<file path="config.mk">
export PLATFORM = sky130hd
export DESIGN_NAME = small_language_tokenizer
export DESIGN_NICKNAME = d
export VERILOG_FILES = /design/src/rtl/slt_pkg.sv /design/src/rtl/slt_core.sv /design/src/rtl/slt_outq.sv /design/src/rtl/small_language_tokenizer.sv
export SDC_FILE = /design/constraint.sdc
export NUM_CORES = 1
export LEC_CHECK = 0
export BUFFER_PORTS_ARGS = -buffer_cell sky130_fd_sc_hd__buf_2
export CAP_MARGIN = 20
export CORE_AREA = 8 8 181 183
export DETAILED_ROUTE_END_ITERATION = 7
export DIE_AREA = 0 0 189 191
export MAX_ROUTING_LAYER = met4
export SETUP_SLACK_MARGIN = 0.4
export SLEW_MARGIN = 20
export SYNTH_ARGS = -nofsm -noshare
export SYNTH_HDL_FRONTEND = slang
export SYNTH_SLANG_ARGS = --single-unit
export TNS_END_PERCENT = 100
</file>
<file path="constraint.sdc">
create_clock -name aclk -period 5.38 [get_ports aclk]
set_input_delay 0.269 -clock aclk [delete_from_list [all_inputs] [get_ports aclk]]
set_output_delay 0.269 -clock aclk [all_outputs]
set_load 0.02 [all_outputs]
</file>
<file path="src/rtl/slt_pkg.sv">
// ----------------------------------------------------------------------------
// slt_pkg
// Types, codes, keyword tables and character classes of the tokenizer.
// ----------------------------------------------------------------------------
package slt_pkg;

    localparam int OFFSET_BITS_DEF = 24;
    localparam int NUM_KW          = 5;
    localparam int KW_SLOTS        = 8;

    typedef enum logic [3:0] {
        KIND_TYPE     = 4'd0,
        KIND_PRINT    = 4'd1,
        KIND_IF       = 4'd2,
        KIND_ELSE     = 4'd3,
        KIND_IDENT    = 4'd4,
        KIND_NUMBER   = 4'd5,
        KIND_STRING   = 4'd6,
        KIND_OPERATOR = 4'd7,
        KIND_PUNCT    = 4'd8,
        KIND_EOF      = 4'd9,
        KIND_BAD_CHAR = 4'd10,
        KIND_UNCLOSED = 4'd11
    } kind_t;

    typedef enum logic [5:0] {
        MODE_IDLE   = 6'b000001,
        MODE_IDENT  = 6'b000010,
        MODE_NUMBER = 6'b000100,
        MODE_STRING = 6'b001000,
        MODE_LINE   = 6'b010000,
        MODE_BLOCK  = 6'b100000
    } mode_t;

    typedef struct packed {
        kind_t       kind;
        logic [23:0] start;
        logic [23:0] len;
        logic [7:0]  ch;
        logic        last;
    } rec_t;

    localparam logic [7:0] KW_TEXT [NUM_KW][KW_SLOTS] = '{
        '{"i", "n", "t", 8'h00, 8'h00, 8'h00, 8'h00, 8'h00},
        '{"s", "t", "r", "i",   "n",   "g",   8'h00, 8'h00},
        '{"p", "r", "i", "n",   "t",   8'h00, 8'h00, 8'h00},
        '{"i", "f", 8'h00, 8'h00, 8'h00, 8'h00, 8'h00, 8'h00},
        '{"e", "l", "s", "e",   8'h00, 8'h00, 8'h00, 8'h00}
    };

    localparam logic [2:0] KW_LEN [NUM_KW] = '{3'd3, 3'd6, 3'd5, 3'd2, 3'd4};

    localparam kind_t KW_KIND [NUM_KW] = '{KIND_TYPE, KIND_TYPE, KIND_PRINT, KIND_IF,
                                           KIND_ELSE};

    function automatic logic is_alpha(input logic [7:0] c);
        return (c >= "a" && c <= "z") || (c >= "A" && c <= "Z");
    endfunction

    function automatic logic is_digit(input logic [7:0] c);
        return c >= "0" && c <= "9";
    endfunction

    function automatic logic is_space(input logic [7:0] c);
        return c == " " || (c >= 8'd9 && c <= 8'd13);
    endfunction

    function automatic logic is_operator(input logic [7:0] c);
        return c == "=" || c == "+" || c == "-" || c == "/" || c == "*";
    endfunction

    function automatic logic is_punct(input logic [7:0] c);
        return c == ";" || c == "(" || c == ")";
    endfunction

    function automatic rec_t make_rec(input kind_t kind, input logic [23:0] start,
                                      input logic [23:0] len, input logic [7:0] ch);
        rec_t r;
        r.kind  = kind;
        r.start = start;
        r.len   = len;
        r.ch    = ch;
        r.last  = 1'b0;
        return r;
    endfunction

endpackage

</file>
<file path="src/rtl/slt_core.sv">
// ----------------------------------------------------------------------------
// slt_core
// Lexer state registers and the single-step next-state and record logic.
// ----------------------------------------------------------------------------
module slt_core #(
    parameter int OFFSET_BITS = slt_pkg::OFFSET_BITS_DEF
) (
    input  logic           aclk,
    input  logic           aresetn,
    input  logic           go,
    input  logic           in_mode,
    input  logic [7:0]     in_char,
    output slt_pkg::rec_t  rec0,
    output slt_pkg::rec_t  rec1,
    output logic [1:0]     rec_count
);

    localparam logic [OFFSET_BITS-1:0] POS_MAX = '1;

    slt_pkg::mode_t           mode_reg, mode_next;
    logic [OFFSET_BITS-1:0]   pos_reg, pos_next;
    logic [OFFSET_BITS-1:0]   begin_reg, begin_next;
    logic [slt_pkg::NUM_KW-1:0] kw_reg, kw_next;
    logic                     err_reg, err_next;

    logic [OFFSET_BITS-1:0]   diff;
    logic [OFFSET_BITS-1:0]   pos_adv;
    logic                     pos_sat;
    logic [2:0]               idx;
    logic [slt_pkg::NUM_KW-1:0] track_mask;
    logic [slt_pkg::NUM_KW-1:0] start_mask;
    slt_pkg::kind_t           ident_kind;

    slt_pkg::mode_t           idle_mode;
    logic                     idle_begin_set;
    logic [OFFSET_BITS-1:0]   idle_begin;
    logic                     idle_kw_set;
    logic                     idle_emit;
    slt_pkg::kind_t           idle_kind;
    logic                     idle_err;

    logic                     do_idle;
    logic                     tok_valid;
    logic                     b_valid;
    slt_pkg::rec_t            tok_rec;
    slt_pkg::rec_t            b_rec;

    function automatic logic [23:0] to_out(input logic [OFFSET_BITS-1:0] v);
        logic [OFFSET_BITS+23:0] w;
        w = {24'd0, v};
        return w[23:0];
    endfunction

    assign diff    = pos_reg - begin_reg;
    assign pos_sat = (pos_reg == POS_MAX);
    assign pos_adv = pos_sat ? pos_reg : pos_reg + 1'b1;
    assign idx     = diff[2:0];

    always_comb begin
        for (int k = 0; k < slt_pkg::NUM_KW; k++) begin
            track_mask[k] = kw_reg[k] && (idx < slt_pkg::KW_LEN[k])
                            && (slt_pkg::KW_TEXT[k][idx] == in_char);
            start_mask[k] = !pos_sat && (slt_pkg::KW_TEXT[k][0] == in_char);
        end
        if (pos_sat || diff >= OFFSET_BITS'(6)) begin
            track_mask = '0;
        end
    end

    always_comb begin
        ident_kind = slt_pkg::KIND_IDENT;
        for (int k = slt_pkg::NUM_KW - 1; k >= 0; k--) begin
            if (kw_reg[k] && diff == OFFSET_BITS'(slt_pkg::KW_LEN[k])) begin
                ident_kind = slt_pkg::KW_KIND[k];
            end
        end
    end

    always_comb begin
        idle_mode      = slt_pkg::MODE_IDLE;
        idle_begin_set = 1'b0;
        idle_begin     = pos_reg;
        idle_kw_set    = 1'b0;
        idle_emit      = 1'b0;
        idle_kind      = slt_pkg::KIND_BAD_CHAR;
        idle_err       = 1'b0;
        if (in_char == "#") begin
            idle_mode = slt_pkg::MODE_LINE;
        end else if (in_char == "~") begin
            idle_mode = slt_pkg::MODE_BLOCK;
        end else if (slt_pkg::is_space(in_char)) begin
            idle_mode = slt_pkg::MODE_IDLE;
        end else if (slt_pkg::is_alpha(in_char)) begin
            idle_mode      = slt_pkg::MODE_IDENT;
            idle_begin_set = 1'b1;
            idle_kw_set    = 1'b1;
        end else if (slt_pkg::is_digit(in_char)) begin
            idle_mode      = slt_pkg::MODE_NUMBER;
            idle_begin_set = 1'b1;
        end else if (in_char == "\"") begin
            idle_mode      = slt_pkg::MODE_STRING;
            idle_begin_set = 1'b1;
            idle_begin     = pos_adv;
        end else if (slt_pkg::is_operator(in_char)) begin
            idle_emit = 1'b1;
            idle_kind = slt_pkg::KIND_OPERATOR;
        end else if (slt_pkg::is_punct(in_char)) begin
            idle_emit = 1'b1;
            idle_kind = slt_pkg::KIND_PUNCT;
        end else begin
            idle_emit = 1'b1;
            idle_err  = 1'b1;
        end
    end

    always_comb begin
        mode_next  = mode_reg;
        pos_next   = pos_reg;
        begin_next = begin_reg;
        kw_next    = kw_reg;
        err_next   = err_reg;
        do_idle    = 1'b0;
        tok_valid  = 1'b0;
        b_valid    = 1'b0;
        tok_rec    = slt_pkg::make_rec(ident_kind, to_out(begin_reg), to_out(diff), 8'd0);
        b_rec      = slt_pkg::make_rec(slt_pkg::KIND_EOF, to_out(pos_reg), 24'd0, 8'd0);
        if (in_mode) begin
            if (!err_reg) begin
                if (mode_reg == slt_pkg::MODE_STRING) begin
                    b_valid = 1'b1;
                    b_rec   = slt_pkg::make_rec(slt_pkg::KIND_UNCLOSED, to_out(begin_reg),
                                                to_out(diff), 8'd0);
                end else begin
                    b_valid = 1'b1;
                    if (mode_reg == slt_pkg::MODE_IDENT) begin
                        tok_valid = 1'b1;
                    end else if (mode_reg == slt_pkg::MODE_NUMBER) begin
                        tok_valid    = 1'b1;
                        tok_rec.kind = slt_pkg::KIND_NUMBER;
                    end
                end
            end
            mode_next  = slt_pkg::MODE_IDLE;
            pos_next   = '0;
            begin_next = '0;
            kw_next    = '1;
            err_next   = 1'b0;
        end else if (err_reg) begin
            pos_next = pos_adv;
        end else begin
            case (mode_reg)
                slt_pkg::MODE_IDENT: begin
                    if (slt_pkg::is_alpha(in_char) || slt_pkg::is_digit(in_char)
                        || in_char == "_") begin
                        kw_next  = track_mask;
                        pos_next = pos_adv;
                    end else begin
                        tok_valid = 1'b1;
                        do_idle   = 1'b1;
                    end
                end
                slt_pkg::MODE_NUMBER: begin
                    if (slt_pkg::is_digit(in_char)) begin
                        pos_next = pos_adv;
                    end else begin
                        tok_valid    = 1'b1;
                        tok_rec.kind = slt_pkg::KIND_NUMBER;
                        do_idle      = 1'b1;
                    end
                end
                slt_pkg::MODE_STRING: begin
                    if (in_char == "\"") begin
                        b_valid   = 1'b1;
                        b_rec     = slt_pkg::make_rec(slt_pkg::KIND_STRING,
                                                      to_out(begin_reg), to_out(diff), 8'd0);
                        mode_next = slt_pkg::MODE_IDLE;
                    end
                    pos_next = pos_adv;
                end
                slt_pkg::MODE_LINE: begin
                    if (in_char == 8'h0A) begin
                        mode_next = slt_pkg::MODE_IDLE;
                    end
                    pos_next = pos_adv;
                end
                slt_pkg::MODE_BLOCK: begin
                    if (in_char == "~") begin
                        mode_next = slt_pkg::MODE_IDLE;
                    end
                    pos_next = pos_adv;
                end
                default: begin
                    do_idle = 1'b1;
                end
            endcase
            if (do_idle) begin
                mode_next = idle_mode;
                pos_next  = pos_adv;
                err_next  = idle_err;
                b_valid   = idle_emit;
                b_rec     = slt_pkg::make_rec(idle_kind, to_out(pos_reg), 24'd1, in_char);
                if (idle_begin_set) begin
                    begin_next = idle_begin;
                end
                if (idle_kw_set) begin
                    kw_next = start_mask;
                end
            end
        end
    end

    always_comb begin
        rec_count = {1'b0, tok_valid} + {1'b0, b_valid};
        rec0      = tok_valid ? tok_rec : b_rec;
        rec1      = b_rec;
        rec0.last = (rec_count == 2'd1);
        rec1.last = 1'b1;
    end

    always_ff @(posedge aclk) begin
        if (!aresetn) begin
            mode_reg  <= slt_pkg::MODE_IDLE;
            pos_reg   <= '0;
            begin_reg <= '0;
            kw_reg    <= '1;
            err_reg   <= 1'b0;
        end else if (go) begin
            mode_reg  <= mode_next;
            pos_reg   <= pos_next;
            begin_reg <= begin_next;
            kw_reg    <= kw_next;
            err_reg   <= err_next;
        end
    end

endmodule

</file>
<file path="src/rtl/slt_outq.sv">
// ----------------------------------------------------------------------------
// slt_outq
// Two-entry result queue that takes up to two records per cycle when it has room.
// ----------------------------------------------------------------------------
module slt_outq (
    input  logic          aclk,
    input  logic          aresetn,
    input  logic          go,
    input  logic [1:0]    push_count,
    input  slt_pkg::rec_t rec0,
    input  slt_pkg::rec_t rec1,
    output logic          room,
    output logic          m_tvalid,
    input  logic          m_tready,
    output slt_pkg::rec_t m_rec
);

    logic [1:0]    occ_reg, occ_next;
    slt_pkg::rec_t q0_reg, q0_next;
    slt_pkg::rec_t q1_reg, q1_next;
    logic          pop;
    logic [1:0]    occ_pop;
    logic [2:0]    fill;
    logic [1:0]    push;

    assign pop     = (occ_reg != 2'd0) && m_tready;
    assign occ_pop = occ_reg - {1'b0, pop};
    assign fill    = {1'b0, occ_pop} + {1'b0, push_count};
    assign room    = (fill <= 3'd2);
    assign push    = go ? push_count : 2'd0;

    always_comb begin
        occ_next = occ_pop + push;
        q0_next  = q0_reg;
        q1_next  = q1_reg;
        if (occ_pop == 2'd2) begin
            q0_next = q0_reg;
            q1_next = q1_reg;
        end else if (occ_pop == 2'd1) begin
            q0_next = pop ? q1_reg : q0_reg;
            q1_next = rec0;
        end else begin
            q0_next = rec0;
            q1_next = rec1;
        end
    end

    always_ff @(posedge aclk) begin
        if (!aresetn) begin
            occ_reg <= 2'd0;
        end else begin
            occ_reg <= occ_next;
        end
    end

    always_ff @(posedge aclk) begin
        q0_reg <= q0_next;
        q1_reg <= q1_next;
    end

    assign m_tvalid = (occ_reg != 2'd0);
    assign m_rec    = q0_reg;

endmodule

</file>
<file path="src/rtl/small_language_tokenizer.sv">
// Input: an accepted byte is registered, then its records are written into the result queue.
// Throughput: one input item per cycle while the result queue has room; an item that
// gives two records fills the two-entry result queue.
// Reset: synchronous, active low; the lexer returns to idle between tokens at
// offset zero, and both the input register and the result queue empty.
// ----------------------------------------------------------------------------
// small_language_tokenizer
// Streaming lexer that turns source bytes into token records.
// ----------------------------------------------------------------------------
module small_language_tokenizer #(
    parameter int OFFSET_BITS = slt_pkg::OFFSET_BITS_DEF
) (
    input  logic        aclk,
    input  logic        aresetn,
    input  logic        s_tvalid,
    output logic        s_tready,
    input  logic [7:0]  s_tdata,   // char_byte[7:0]
    input  logic        s_tuser,   // mode[0]
    output logic        m_tvalid,
    input  logic        m_tready,
    output logic [55:0] m_tdata,   // start_offset[23:0], token_length[23:0], char_value[7:0]
    output logic [3:0]  m_tuser,   // token_kind[3:0]
    output logic        m_tlast
);

    logic          in_valid_reg;
    logic          in_mode_reg;
    logic [7:0]    in_char_reg;
    logic          go;
    logic          room;
    logic [1:0]    rec_count;
    slt_pkg::rec_t rec0;
    slt_pkg::rec_t rec1;
    slt_pkg::rec_t m_rec;

    assign go       = in_valid_reg && room;
    assign s_tready = !in_valid_reg || go;

    always_ff @(posedge aclk) begin
        if (!aresetn) begin
            in_valid_reg <= 1'b0;
        end else if (s_tready) begin
            in_valid_reg <= s_tvalid;
        end
    end

    always_ff @(posedge aclk) begin
        if (s_tvalid && s_tready) begin
            in_mode_reg <= s_tuser;
            in_char_reg <= s_tdata;
        end
    end

    slt_core #(
        .OFFSET_BITS(OFFSET_BITS)
    ) u_core (
        .aclk      (aclk),
        .aresetn   (aresetn),
        .go        (go),
        .in_mode   (in_mode_reg),
        .in_char   (in_char_reg),
        .rec0      (rec0),
        .rec1      (rec1),
        .rec_count (rec_count)
    );

    slt_outq u_outq (
        .aclk       (aclk),
        .aresetn    (aresetn),
        .go         (go),
        .push_count (rec_count),
        .rec0       (rec0),
        .rec1       (rec1),
        .room       (room),
        .m_tvalid   (m_tvalid),
        .m_tready   (m_tready),
        .m_rec      (m_rec)
    );

    assign m_tdata = {m_rec.ch, m_rec.len, m_rec.start};
    assign m_tuser = m_rec.kind;
    assign m_tlast = m_rec.last;

endmodule

</file>
==> run summary, run 1 <==
layout cells sized above 1: 0.138
# H-tree levels: 4
die area: 36100 sq um
run status: complete, no violations
WS Path Type: reg2reg
first-pass GRT wire length: 50500 um
final core occ: 0.438
# clock sinks: 194
Detail Route Antenna Nets: 0
Max FO, Critical Path: 22
Final min period: 4.58 ns
Chip Width: 189 um
via density per instance: 5.55
Layout Nets: 1382
initial core utilization: 0.390
DP Wirelength: 22800 um
TritonRoute pass-1 iters: 5
most frequent cells in the layout: 153 x nand2_1, 131 x edfxtp_1, 103 x o21ai_0
gr usage total: 0.178
CP Launch Type: flop
Max Buffers Root-to-Sink: 2
sequential area share after synthesis: 0.444
Overflow after GRT: 0
Worst setup EP type: flop
wire per inst: 17.9 um
#FFs+latches synth: 194
RSZ-0062 raised after global routing: false
min-delay worst type: in2reg
Static Leak: 5.16 nW
slew margin rel.: 0.280
Final Hold Viols: 0
Max Freq: 0.219 GHz
CP arrival: 4.92 ns
Setup Skew: 0.00940 ns
vias: 9660
Net Count, Synth: 1332
Setup TNS Final: 0 ns
CTS tree: done
Die H: 191 um
Root Buffer: clkbuf_16
distinct cell type count after synthesis: 87
post-route clock period utilization: 0.850
Core ar.: 30000 sq um
initial antenna violation count: 0
Worst VDD drop: 0.000407 V
Layout area overhead: 12.4%
Tot Pwr: 5.52 mW
max-slew violation count: 0
number of DRC markers in iteration 0: 878
site row count: 64
largest net degree at the start of global routing: 62
I/O Pins: 76
CTS Buf Count: 17
worst slew pin tran: 1.07 ns
worst endpoint required time: 5.72 ns
share of flip-flops with an asynchronous set or reset: 0
syn avg cell area: 9.13 sq um
Residual DRC: 0
number of flops mapped to enable cells by yosys: 131
Primary FF master, synth: edfxtp_1
yosys warns: 0
vias in the first global route: 9091
Final GP Congestion: 0.880
routed wire length: 31200 um
Clk Latency, worst-skew pair: 0.45 ns
synthesized area: 11700 sq um
# setup viols final: 0
Antenna diodes: 0
I/O Buffers: 75
max_cap viols: 0
commonest non-fill, non-tap cell in the layout: nand2_1
CTS clk-pin slew, worst paths: 0.08 ns
Pwr Density: 419 nW/um^2
Syn Inst Count: 1282
## Yosys cell counts, types with 28 or more instances
| library cell | instances | share of area |
|---|---|---|
| dfxtp_1 | 63 | 0.11 |
| inv_1 | 50 | 0.016 |
| xor2_1 | 29 | 0.022 |
| ha_1 | 35 | 0.037 |
| xnor2_1 | 28 | 0.021 |
| a21oi_1 | 49 | 0.021 |
| nand3_1 | 34 | 0.015 |
| nor2_1 | 102 | 0.033 |
| nand2_1 | 154 | 0.049 |
| nor2b_1 | 34 | 0.018 |
| o21ai_0 | 104 | 0.044 |
| edfxtp_1 | 131 | 0.34 |
| clkbuf_1 | 58 | 0.019 |
| nor3_1 | 28 | 0.012 |
## cell type report
cell class / count / area (sq um)
clock buffer: 17 / 425
tap: 396 / 495
multi-input combinational: 945 / 5970
fill: 2929 / 16900
clock inverter: 15 / 124
sequential: 194 / 5190
inverter: 53 / 199
timing repair buffer: 121 / 753
## what timing repair did
| item | 4_1_cts | 5_1_grt |
|---|---|---|
| hold buffers | 7 | 1 |
| setup endpoints to repair | 0 | 52 |
| resized for setup | 0 | 4 |
| setup buffers | 0 | 10 |
| endpoints found under the hold margin | 7 | 1 |
## path summary, 6_finish.rpt
kind,from,end,slack (ns),cells past startpoint
setup reg to reg,in_char_reg[3]$_DFFE_PP_,u_core.begin_reg[13]$_SDFFE_PN0P_,0.80,20
setup / recovery,in_char_reg[3]$_DFFE_PP_,u_core.begin_reg[13]$_SDFFE_PN0P_,0.80,20
hold reg to reg,u_core.begin_reg[6]$_SDFFE_PN0P_,u_core.begin_reg[6]$_SDFFE_PN0P_,0.50,2
hold / removal,s_tdata[5],in_char_reg[5]$_DFFE_PP_,0.01,1
## stage by stage
stage          std cells  hold slack, ns  worst slack (ns)  area [sq um]
3_3_place_gp        1691           0.447             0.677         12400
2_1_floorplan       1282           0.368             0.851         11700
6_report            1741          0.0150             0.805         13200
4_1_cts             1730        0.000275             0.538         13100
5_1_grt             1741         0.00195             0.433         13200
3_5_place_dp        1691           0.447             0.585         12400
## worst max-delay path, cell delays in order, from the launching register on
cell	delay, ns
edfxtp_1	0.48
buf_4	0.24
nor2_1	0.14
a311o_1	0.20
nor2_1	0.10
or3_1	0.36
nor3b_2	0.21
o2111ai_1	0.16
a31oi_1	0.22
ha_1	0.30
ha_1	0.20
inv_1	0.06
fa_1	0.41
o21ai_1	0.22
inv_1	0.09
nand2_1	0.18
buf_4	0.27
nor3_2	0.05
buf_4	0.22
a22o_1	0.19
and2_1	0.14
## metal layers
layer / up-vias / track usage / wire length [um]
met3: 31 / 0.0358 / 1900
met1: 4610 / 0.249 / 15400
li1: 4754 / - / -
met2: 265 / 0.259 / 13500
met5: - / - / 0
met4: 0 / 0.0469 / 430
## cells by family after synthesis
group,share of synthesized area
simple gates,0.207
compound gates,0.186
flops,0.444
buf+inv,0.0508
xor+xnor,0.0440
fa+ha+maj,0.0408
mux,0.0269
## power by group
group          leakage, nW  internal (mW)  switching (mW)
sequential            1.95           2.19           0.112
clock                0.258          0.605           0.618
combinational         2.95          0.537            1.45
Power figures use the tool's default switching activity.
==> inputs of run 2 (changes only) <==
Settings changed: BUFFER_PORTS_ARGS -buffer_cell sky130_fd_sc_hd__buf_2 to -buffer_cell sky130_fd_sc_hd__buf_4.
==> run 2 against run 1 <==
Effect of this change: critical path type unchanged; critical endpoint unchanged; clock skew is 0.00070 ns higher; design area is 2.3% higher; combinational power is 11% higher; wire length is 2.0% higher.
==> run summary, run 2 (same netlist as run 1, synthesis figures left out) <==
initial core utilization: 0.390 (unchanged)
die area: 36100 sq um (unchanged)
TritonRoute pass-1 iters: 5 (unchanged)
Max Freq: 0.212 GHz (was 0.219 GHz)
most frequent cells in the layout: 153 x nand2_1, 131 x edfxtp_1, 116 x buf_4 (was 153 x nand2_1, 131 x edfxtp_1, 103 x o21ai_0)
post-route clock period utilization: 0.877 (was 0.850)
layout cells sized above 1: 0.141 (was 0.138)
run status: complete, no violations (unchanged)
number of DRC markers in iteration 0: 995 (was 878)
Setup Skew: 0.0101 ns (was 0.00940 ns)
CP arrival: 5.06 ns (was 4.92 ns)
final core occ: 0.448 (was 0.438)
Tot Pwr: 5.85 mW (was 5.52 mW)
CTS clk-pin slew, worst paths: 0.07 ns (was 0.08 ns)
worst slew pin tran: 1.11 ns (was 1.07 ns)
I/O Pins: 76 (unchanged)
worst endpoint required time: 5.72 ns (about the same)
Root Buffer: clkbuf_16 (unchanged)
hold depth: 3 (was 1)
Layout Nets: 1387 (was 1382)
Setup TNS Final: 0 ns (unchanged)
DP Wirelength: 23300 um (was 22800 um)
Detail Route Antenna Nets: 0 (unchanged)
Static Leak: 5.25 nW (was 5.16 nW)
# setup viols final: 0 (unchanged)
max_cap viols: 0 (unchanged)
slew margin rel.: 0.258 (was 0.280)
Max FO, Critical Path: 22 (unchanged)
Die H: 191 um (unchanged)
RR Endpoint: u_core.begin_reg[13]$_SDFFE_PN0P_ (unchanged)
site row count: 64 (unchanged)
hold path endpoint: in_valid_reg$_SDFFE_PN0P_ (was in_char_reg[5]$_DFFE_PP_)
CTS tree: done (unchanged)
max-slew violation count: 0 (unchanged)
Final Hold Viols: 0 (unchanged)
CP Launch Type: flop (unchanged)
Final GP Congestion: 0.892 (was 0.880)
gr usage total: 0.179 (was 0.178)
Chip Width: 189 um (unchanged)
commonest non-fill, non-tap cell in the layout: nand2_1 (unchanged)
min-delay worst type: in2reg (unchanged)
RR Startpoint: in_char_reg[1]$_DFFE_PP_ (was in_char_reg[3]$_DFFE_PP_)
Core ar.: 30000 sq um (unchanged)
worst-path cell chain: nor2_2 > a311o_1 > nor2_1 > or3_1 > nor3b_1 > o2111ai_1 > a31oi_1 > ha_1 > ha_1 > inv_1 > fa_1 > o21ai_0 > buf_4 > inv_1 > nand2_1 > buf_4 > nor3_2 > buf_4 > a22o_1 > and2_1 (was buf_4 > nor2_1 > a311o_1 > nor2_1 > or3_1 > nor3b_2 > o2111ai_1 > a31oi_1 > ha_1 > ha_1 > inv_1 > fa_1 > o21ai_1 > inv_1 > nand2_1 > buf_4 > nor3_2 > buf_4 > a22o_1 > and2_1)
Setup crit start: in_char_reg[1]$_DFFE_PP_ (was in_char_reg[3]$_DFFE_PP_)
HP Start: s_tvalid (was s_tdata[5])
Worst VDD drop: 0.000325 V (was 0.000407 V)
# H-tree levels: 4 (unchanged)
initial antenna violation count: 0 (unchanged)
R2R Setup Slk: 0.66 ns (was 0.80 ns)
Clk Latency, worst-skew pair: 0.45 ns (about the same)
vias in the first global route: 9119 (was 9091)
routed wire length: 31900 um (was 31200 um)
via density per instance: 5.59 (was 5.55)
RSZ-0062 raised after global routing: false (unchanged)
wire per inst: 18.2 um (was 17.9 um)
slowest CP cell: edfxtp_1 (unchanged)
Max Buffers Root-to-Sink: 2 (unchanged)
Antenna diodes: 0 (unchanged)
Finished Layout Cells: 1746 (was 1741)
largest net degree at the start of global routing: 62 (unchanged)
CTS Buf Count: 17 (unchanged)
first-pass GRT wire length: 50800 um (was 50500 um)
Residual DRC: 0 (unchanged)
dpl cells: 1693 (was 1691)
WS Path Type: reg2reg (unchanged)
vias: 9760 (was 9660)
Final min period: 4.72 ns (was 4.58 ns)
Critical Path Max Stage Delay: 0.51 ns (was 0.48 ns)
I/O Buffers: 75 (unchanged)
Overflow after GRT: 0 (unchanged)
# clock sinks: 194 (unchanged)
Worst setup EP type: flop (unchanged)
Pwr Density: 435 nW/um^2 (was 419 nW/um^2)
crit-path most repeated cell: buf_4 (unchanged)
Layout area overhead: 15.0% (was 12.4%)
Reg2Reg Depth: 20 (unchanged)
[run 2: metrics by stage]
stage	setup WS, ns	area, sq um	hold WS [ns]
CTS	0.600	13300	0.0809
global route	0.371	13500	0.101
floorplan	0.851	11700	0.368
global placement	0.694	12600	0.449
finish	0.659	13500	0.0968
detailed placement	0.614	12600	0.450
[run 2: repair_timing]
action / in CTS / in global routing
buffers inserted: 0 / 12
endpoints found under the setup margin: 0 / 36
hold buffers: 9 / 0
hold endpoints to repair: 9 / 0
gates resized for setup: 0 / 5
[run 2: final cells by class]
class	instances	area, sq um
clock buffer	18	429
clock inverter	14	174
multi-input combinational	945	5980
fill	2879	16600
timing repair buffer	126	988
tap	396	495
sequential	194	5190
inverter	53	199
[run 2: report_power, final]
group          leakage (nW)  total [mW]  internal (mW)  switching, mW
Combinational          3.02        2.21          0.706           1.50
Sequential             1.95        2.31           2.19          0.122
Clock                 0.286        1.34          0.703          0.634
[run 2: worst max path at each step]
| stage | end | slack [ns] |
|---|---|---|
| after floorplan | u_outq.m_rec[0]$_DFFE_PP_ | 0.85 |
| after global placement | u_core.begin_reg[13]$_SDFFE_PN0P_ | 0.69 |
| after detailed placement | u_core.kw_reg[3]$_SDFFE_PN1P_ | 0.61 |
| after CTS | u_core.kw_reg[4]$_SDFFE_PN1P_ | 0.60 |
| after global routing | u_core.begin_reg[13]$_SDFFE_PN0P_ | 0.37 |
| final | u_core.begin_reg[13]$_SDFFE_PN0P_ | 0.66 |
[run 2: metal layers]
| layer | part of all wire | up-vias | GRT usage | wire length (um) |
|---|---|---|---|---|
| met3 | 0.054 | 36 | 0.0297 | 1710 |
| met4 | 0.016 | 0 | 0.0517 | 521 |
| met2 | 0.44 | 284 | 0.261 | 14000 |
| met5 | 0 | - | - | 0 |
| li1 | - | 4762 | - | - |
| met1 | 0.49 | 4678 | 0.252 | 15600 |
[run 2: critical path, delay by kind of cell (launching register included)]
kind,cells,cell delay (ns)
adders and majority gates,3,0.93
and+or+nand+nor,7,1.39
DFF,1,0.51
buffers and inverters,5,0.74
AOI/OAI and AO/OA,5,1.06
==> inputs of run 3 (changes only) <==
Settings changed: MAX_ROUTING_LAYER met4 to not set.
==> run 3 against run 2 <==
Effect of this change: hold slack improved by 0.022 ns; critical path type unchanged; sequential cell count did not move; utilization fell by 0.20 points; clock power fell by 6%; highest routed layer unchanged.
==> run summary, run 3 (same netlist as run 1, synthesis figures left out) <==
run status: complete, no violations (unchanged)
Setup Skew: 0.0136 ns (was 0.0101 ns)
wire per inst: 18.3 um (was 18.2 um)
Static Leak: 5.23 nW (was 5.25 nW)
worst-path cell chain: or3b_1 > nor4_2 > nand3_1 > buf_4 > or2_2 > a31oi_1 > ha_1 > ha_1 > inv_1 > fa_1 > o21ai_0 > buf_4 > inv_1 > nand2_1 > buf_6 > nor3_2 > buf_4 > a22o_1 > and2_1 (was nor2_2 > a311o_1 > nor2_1 > or3_1 > nor3b_1 > o2111ai_1 > a31oi_1 > ha_1 > ha_1 > inv_1 > fa_1 > o21ai_0 > buf_4 > inv_1 > nand2_1 > buf_4 > nor3_2 > buf_4 > a22o_1 > and2_1)
max-slew violation count: 0 (unchanged)
Chip Width: 189 um (unchanged)
I/O Buffers: 75 (unchanged)
Fill cells: 2863 (was 2879)
vias: 9774 (was 9760)
Overflow after GRT: 0 (unchanged)
gr usage total: 0.176 (was 0.179)
min-delay worst type: in2reg (unchanged)
via density per instance: 5.62 (was 5.59)
site row count: 64 (unchanged)
slowest CP cell: edfxtp_1 (unchanged)
CTS Buf Count: 17 (unchanged)
Detail Route Antenna Nets: 0 (unchanged)
I/O Pins: 76 (unchanged)
worst slew pin tran: 1.08 ns (was 1.11 ns)
Worst setup EP type: flop (unchanged)
initial core utilization: 0.390 (unchanged)
Multi-input gate area: 5970 sq um (was 5980 sq um)
final hold slack: 0.119 ns (was 0.0968 ns)
Critical Path Max Stage Delay: 0.54 ns (was 0.51 ns)
most frequent cells in the layout: 153 x nand2_1, 131 x edfxtp_1, 107 x buf_4 (was 153 x nand2_1, 131 x edfxtp_1, 116 x buf_4)
largest net degree at the start of global routing: 63 (was 62)
initial antenna violation count: 0 (unchanged)
WS Path Type: reg2reg (unchanged)
CTS tree: done (unchanged)
Final Hold Viols: 0 (unchanged)
Die H: 191 um (unchanged)
CP bufs+invs: 6 (was 5)
setup ws final: 0.718 ns (was 0.659 ns)
Max Buffers Root-to-Sink: 2 (unchanged)
routed wire length: 31900 um (about the same)
# clock sinks: 194 (unchanged)
Reg2Reg Depth: 19 (was 20)
Antenna diodes: 0 (unchanged)
register area: 5190 sq um (unchanged)
crit-path most repeated cell: buf_4 (unchanged)
Root Buffer: clkbuf_16 (unchanged)
Worst VDD drop: 0.000317 V (was 0.000325 V)
final core occ: 0.446 (was 0.448)
die area: 36100 sq um (unchanged)
commonest non-fill, non-tap cell in the layout: nand2_1 (unchanged)
# setup viols final: 0 (unchanged)
max_cap viols: 0 (unchanged)
Layout Nets: 1381 (was 1387)
CTS clk-pin slew, worst paths: 0.08 ns (was 0.07 ns)
layout cells sized above 1: 0.137 (was 0.141)
# H-tree levels: 4 (unchanged)
dpl cells: 1691 (was 1693)
WP depth: 19 (was 20)
vias in the first global route: 9229 (was 9119)
Finished Layout Cells: 1740 (was 1746)
Pwr Density: 431 nW/um^2 (was 435 nW/um^2)
Post-Layout Inst Area: 13400 sq um (was 13500 sq um)
Tot Pwr: 5.77 mW (was 5.85 mW)
Clk Latency, worst-skew pair: 0.45 ns (about the same)
Final GP Congestion: 0.848 (was 0.892)
dpl cell area: 12600 sq um (about the same)
number of DRC markers in iteration 0: 896 (was 995)
dpl ws: 0.621 ns (was 0.614 ns)
Setup TNS Final: 0 ns (unchanged)
CP Launch Type: flop (unchanged)
RSZ-0062 raised after global routing: false (unchanged)
slew margin rel.: 0.274 (was 0.258)
Core ar.: 30000 sq um (unchanged)
TritonRoute pass-1 iters: 7 (was 5)
Residual DRC: 0 (unchanged)
post-route clock period utilization: 0.866 (was 0.877)
CP top delay family: simple AND/OR/NAND/NOR gates (unchanged)
worst endpoint required time: 5.72 ns (about the same)
DP Wirelength: 23000 um (was 23300 um)
CP arrival: 5.01 ns (was 5.06 ns)
Max FO, Critical Path: 22 (unchanged)
first-pass GRT wire length: 51400 um (was 50800 um)
Max Freq: 0.215 GHz (was 0.212 GHz)
Layout area overhead: 14.5% (was 15.0%)
hold depth: 3 (unchanged)
Final min period: 4.66 ns (was 4.72 ns)
[run 3: path summary, 6_finish.rpt]
path	start	endpoint	slack (ns)
min	s_tvalid	in_valid_reg$_SDFFE_PN0P_	0.12
max reg2reg	in_char_reg[6]$_DFFE_PP_	u_core.begin_reg[13]$_SDFFE_PN0P_	0.72
min reg2reg	u_core.kw_reg[3]$_SDFFE_PN1P_	u_core.kw_reg[3]$_SDFFE_PN1P_	0.48
max	in_char_reg[6]$_DFFE_PP_	u_core.begin_reg[13]$_SDFFE_PN0P_	0.72
[run 3: area by class of cell]
type,count,share of cell area
Multi-Input combinational cell,945,0.446
Timing Repair Buffer,120,0.0720
Sequential cell,194,0.388
Clock inverter,12,0.00840
Inverter,53,0.0148
Clock buffer,20,0.0342
Tap cell,396,0.0370
[run 3: timing repair]
| action | in CTS | in global routing |
|---|---|---|
| hold buffers | 9 | 0 |
| hold endpoints to repair | 9 | 0 |
| setup buffers | 0 | 7 |
| endpoints found under the setup margin | 0 | 47 |
| resized for setup | 0 | 5 |
[run 3: worst min-delay path, delay by kind of cell]
family | cells | cell delay [ns]
compound gates | 1 | 0.04
buf+inv | 1 | 0.10
simple gates | 1 | 0.10
[run 3: report_power, final]
part | internal [mW] | switching [mW] | total [mW]
registers | 2.19 | 0.127 | 2.32
clock network | 0.641 | 0.617 | 1.26
logic | 0.692 | 1.50 | 2.19
[run 3: routing by layer]
layer,GRT usage,up-vias,share of wire
li1,-,4761,-
met4,0.0580,0,0.021
met1,0.255,4682,0.48
met5,0,-,0
met3,0.0306,43,0.062
met2,0.262,288,0.43
